--- config.mk ---
export PLATFORM = sky130hd
export DESIGN_NAME = tmgar_ctrl
export DESIGN_NICKNAME = d
export VERILOG_FILES = /design/src/hw/rtl/tmgar_pkg.sv /design/src/hw/rtl/tmgar_ctrl.sv
export SDC_FILE = /design/constraint.sdc
export NUM_CORES = 1
export LEC_CHECK = 0
export BUFFER_PORTS_ARGS = -buffer_cell sky130_fd_sc_hd__buf_4
export CAP_MARGIN = 30
export CORE_AREA = 10 10 47 49
export CTS_BUF_LIST = sky130_fd_sc_hd__clkbuf_8
export CTS_CLUSTER_DIAMETER = 60
export DETAILED_ROUTE_END_ITERATION = 12
export DIE_AREA = 0 0 57 59
export HOLD_SLACK_MARGIN = 0.12
export MAX_ROUTING_LAYER = met4
export PLACE_DENSITY_LB_ADDON = 0.1
export SYNTH_ARGS = -nofsm -noshare
export SYNTH_HDL_FRONTEND = slang
export SYNTH_SLANG_ARGS = --single-unit
--- constraint.sdc ---
create_clock -name aclk -period 2.05 [get_ports aclk]
set_clock_uncertainty 0.05 [all_clocks]
set_input_delay 0.205 -clock aclk [delete_from_list [all_inputs] [get_ports aclk]]
set_output_delay 0.205 -clock aclk [all_outputs]
set_load 0.1 [all_outputs]
--- src/hw/rtl/tmgar_pkg.sv ---
`timescale 1ns / 1ps

package tmgar_pkg;

    // Geometry and widths fixed by the field formats
    localparam int ROM_DEPTH        = 4096;
    localparam int ROM_AW           = 12;
    localparam int OFF_W            = 12;   // cell offset, row * columns + column
    localparam int SUM_W            = 15;   // start address plus offset before wrapping
    localparam int CFG_W            = 14;
    localparam int CFG_IDX_W        = 3;
    localparam int S_TDATA_W        = 40;
    localparam int S_TUSER_W        = 4;
    localparam int M_TDATA_W        = 32;
    localparam int M_TUSER_W        = 1;

    localparam int DEF_RAM_DEPTH    = 2048;
    localparam int DEF_TEXT_COLUMNS = 80;

    // Request kinds
    localparam logic [2:0] KIND_RAM_WR     = 3'd0;
    localparam logic [2:0] KIND_RAM_RD     = 3'd1;
    localparam logic [2:0] KIND_ROM_LOAD   = 3'd2;
    localparam logic [2:0] KIND_FIELD_TICK = 3'd3;
    localparam logic [2:0] KIND_SYNC_CLR   = 3'd4;
    localparam logic [2:0] KIND_RENDER     = 3'd5;

    // Configuration register indexes
    localparam logic [CFG_IDX_W-1:0] CFG_SCREEN_START = 3'd0;
    localparam logic [CFG_IDX_W-1:0] CFG_CURSOR_ADDR  = 3'd1;
    localparam logic [CFG_IDX_W-1:0] CFG_CURSOR_FIRST = 3'd2;
    localparam logic [CFG_IDX_W-1:0] CFG_CURSOR_LAST  = 3'd3;
    localparam logic [CFG_IDX_W-1:0] CFG_BLINK_MODE   = 3'd4;
    localparam logic [CFG_IDX_W-1:0] CFG_EXT_ROM      = 3'd5;

    // Cursor blink modes
    localparam logic [1:0] BLINK_SOLID = 2'd0;
    localparam logic [1:0] BLINK_FAST  = 2'd1;
    localparam logic [1:0] BLINK_SLOW  = 2'd2;

    // Glue codes, attribute bits 6..4
    localparam logic [2:0] GLUE_PLAIN      = 3'd0;
    localparam logic [2:0] GLUE_UNDERLINE  = 3'd1;
    localparam logic [2:0] GLUE_BLINK_UL   = 3'd2;
    localparam logic [2:0] GLUE_OVERLINE   = 3'd3;
    localparam logic [2:0] GLUE_HIDE       = 3'd4;
    localparam logic [2:0] GLUE_OVER_UNDER = 3'd5;
    localparam logic [2:0] GLUE_UPPER_HALF = 3'd6;
    localparam logic [2:0] GLUE_LOWER_HALF = 3'd7;

    localparam logic [3:0] UNDERLINE_LINE  = 4'hd;
    localparam logic [3:0] OVERLINE_LINE   = 4'h0;
    localparam logic [3:0] LOWER_BASE_LINE = 4'd7;
    localparam logic [3:0] LOWER_LAST_LINE = 4'd12;

    // Attribute bit positions
    localparam int ATTR_INVERT = 0;
    localparam int ATTR_BLINK  = 1;
    localparam int ATTR_DOUBLE = 3;
    localparam int ATTR_EXT    = 7;

    typedef enum logic [2:0] {
        ST_IDLE,
        ST_ADDR,
        ST_WRAP,
        ST_MEM,
        ST_ROM,
        ST_DONE
    } state_t;

    typedef struct packed {
        logic load_in;
        logic load_addr;
        logic wrap_step;
        logic mem_op;
        logic rom_rd;
        logic load_out;
    } dp_cmd_t;

    typedef struct packed {
        logic [2:0] kind;
        logic       addr_ge_depth;
    } dp_stat_t;

endpackage

--- src/hw/rtl/tmgar_ctrl.sv ---
`timescale 1ns / 1ps

module tmgar_ctrl import tmgar_pkg::*; (
    input  logic     aclk,
    input  logic     aresetn,
    input  logic     s_tvalid,
    output logic     s_tready,
    output logic     m_tvalid,
    input  logic     m_tready,
    input  dp_stat_t stat,
    output dp_cmd_t  cmd
);

    state_t state_reg, state_next;
    logic   m_tvalid_reg, m_tvalid_next;

    always_ff @(posedge aclk) begin
        if (!aresetn) begin
            state_reg    <= ST_IDLE;
            m_tvalid_reg <= 1'b0;
        end else begin
            state_reg    <= state_next;
            m_tvalid_reg <= m_tvalid_next;
        end
    end

    always_comb begin
        state_next = state_reg;
        cmd        = '0;
        s_tready   = 1'b0;
        unique case (state_reg)
            ST_IDLE: begin
                s_tready = 1'b1;
                if (s_tvalid) begin
                    cmd.load_in = 1'b1;
                    state_next  = ST_ADDR;
                end
            end
            ST_ADDR: begin
                cmd.load_addr = 1'b1;
                state_next    = ST_WRAP;
            end
            ST_WRAP: begin
                // subtract the depth until the address falls inside the RAM
                if (stat.addr_ge_depth) begin
                    cmd.wrap_step = 1'b1;
                end else begin
                    state_next = ST_MEM;
                end
            end
            ST_MEM: begin
                cmd.mem_op = 1'b1;
                state_next = (stat.kind == KIND_RENDER) ? ST_ROM : ST_DONE;
            end
            ST_ROM: begin
                cmd.rom_rd = 1'b1;
                state_next = ST_DONE;
            end
            ST_DONE: begin
                // hold until the output register is free
                if (!m_tvalid_reg || m_tready) begin
                    cmd.load_out = 1'b1;
                    state_next   = ST_IDLE;
                end
            end
            default: state_next = ST_IDLE;
        endcase
    end

    always_comb begin
        if (cmd.load_out) begin
            m_tvalid_next = 1'b1;
        end else if (m_tready) begin
            m_tvalid_next = 1'b0;
        end else begin
            m_tvalid_next = m_tvalid_reg;
        end
    end

    assign m_tvalid = m_tvalid_reg;

endmodule

==> results.md <==
* Antenna cells at 0
* Crit path to: cmd[5]
* Die Area at 3360 µm²
* Die W at 57 µm
* GR Util All Layers at ~4.9%
* DR WL met3 at around 66 µm
* Ys flop type: dfxtp_1
* GR Overflow Total at 0
* Io pins at 16
* Post-Syn Area per Cell at 9.15 µm²
* Period utilisation layout at 82.9%
* R2r startpoint: state_reg[1]
* GP Congestion at 0.677
* YS warnings at 0
* Largest net degree at the start of global routing at 11
* Max frequency at approximately 590 MHz
* Netlist cell types at 22
* Post-DP HPWL at approximately 610 µm
* CTS tree: yes
* CTS Root Cell: clkbuf_8
* Reg2reg setup slack at a little over 800 ps
* Rel. slew slack at 74.8%
* Starting DRT DRC Count at 6
* Synth-to-layout area growth at 62.7%
* PortBufs at 15
* First-pass DRT Iterations at 2
* Max Slew Vio Count at 0
* Most frequent cells in the layout: 15 x buf_4, 4 x dfxtp_1, 3 x clkbuf_8
* Synthesized Nets at 37
* Number of flops mapped to enable cells by yosys at 0
* Worst-Skew Late Latency at 210 ps
* Seq/Total Area, Yosys at 30.2%
* Register bit total from synthesis at 4
* Critical setup path kind: reg -> out
* Max_cap viols at 0
* CP Capture Type: output pin
* Worst setup SP type: flip-flop
* Num CTS Buffers at 3
* Max reg flops at 3
* Antenna violations before repair at 0
* Hold buffers post-CTS at 0
* Nets@finish at 54
* Final setup violating endpoints at 0
* Top Metal Used: met3
* Metal-1 WL at about 340 µm
* Asr flop ratio synth at 0%
* Share of post-route cells with drive strength above 1 at 59.1%
* Worst Path Required at between 1500 and 2000 ps
* # fillers at 167
* Die Ht at 59 µm
* DRT antenna net count at 0
* Initial Util at 18.9%
* Hold Crit Class: in -> reg
* Reg-to-reg endpoint: state_reg[0]
* Synthesized instance count at 29
* DRT Wirelength at 727 µm
* Status: complete, no violations
* Cell Area, Synth at 265 µm²
* # Post-CTS Setup Buffers at 0
* Clock-pin slew on the worst setup and hold paths at 30 ps
* Clock Path Buffers at 2
* Least-Margin Pin Slew at 377 ps
* Register area at 80.1 µm²
* DRC at 0
* Final Critical Period at 1700 ps
* Total negative setup slack at 0 ps
* Vias at 245
* R2R depth at 3
* H-tree depth at 1
* Clock sinks at 4
* Commonest non-fill, non-tap cell in the layout: buf_4
* Area of the multi-input gates at around 180 µm²
* Met2 Wirelength at 319 µm
* Vias per cell at around 4.1
* Final hold violations at 0
* Per-cell routed wire length at 12.1 µm
* CP startpoint: state_reg[0]
* Peak fanout along the critical path at 9
* Cts repair resizes at 0
* Unrepaired setup endpoints after global routing: no
* Vias in the first global route at 270
* Row Count at 14
* CORE AREA at 1400 µm²
* Wire length of the first global-routing pass at 1270 µm
* CP arrival at 1440 ps
metal layers:
metal / GRT usage [%] / vias up
met3: 4.51 / 0
met1: 5.33 / 100
met4: 0 / 0
met2: 6.98 / 11
li1: - / 134
met5: - / -
worst min-delay path by stage:
stage | start | endpoint | slack (ps) | cells after the start
6_report | aresetn | state_reg[2] | 180 | 2
3_3_place_gp | aresetn | state_reg[2] | 400 | 2
5_1_grt | aresetn | state_reg[2] | 190 | 2
3_5_place_dp | aresetn | state_reg[2] | 400 | 2
4_1_cts | aresetn | state_reg[2] | 180 | 2
2_1_floorplan | aresetn | state_reg[2] | 270 | 1
synthesized netlist by cell type (2+ instances only):
master | number | area share (%)
nor2_1 | 2 | 2.8
dfxtp_1 | 4 | 30
o21a_1 | 2 | 5.7
nand2b_1 | 2 | 4.7
nor3b_1 | 2 | 5.7
area by class of cell:
type / instances / share of cell area [%]
well taps: 16 / 4.64
clock buffers: 3 / 9.57
repair buffers: 15 / 26.1
multi-input cells: 22 / 41.2
flip-flops and latches: 4 / 18.6
through the flow:
| stage | util, % | worst slack [ps] | std cells | instance area (µm²) | hold slack [ps] |
|---|---|---|---|---|---|
| final | 30.8 | 351 | 60 | 432 | 181 |
| after global routing | 30.8 | 274 | 60 | 432 | 189 |
| after CTS | 30.8 | 338 | 60 | 432 | 182 |
| after detailed placement | 27.9 | 578 | 57 | 390 | 401 |
| after global placement | 27.9 | 599 | 57 | 390 | 398 |
| after floorplan | - | 22.6 | 29 | 282 | 273 |
worst max-delay path: stages (launching register included):
cell,delay [ps]
dfxtp_1,390
or2_1,320
nor2_4,100
and2_2,140
buf_4,280
cells by family after synthesis:
family	Yosys count	synth area share, %
compound gates	6	17.0
xor+xnor	1	3.30
buf+inv	3	8.96
flops	4	30.2
simple gates	15	40.6
Power is left out: the tool's default activity adds up to more than one toggle a clock period on the data nets, which glitch-free logic cannot reach.
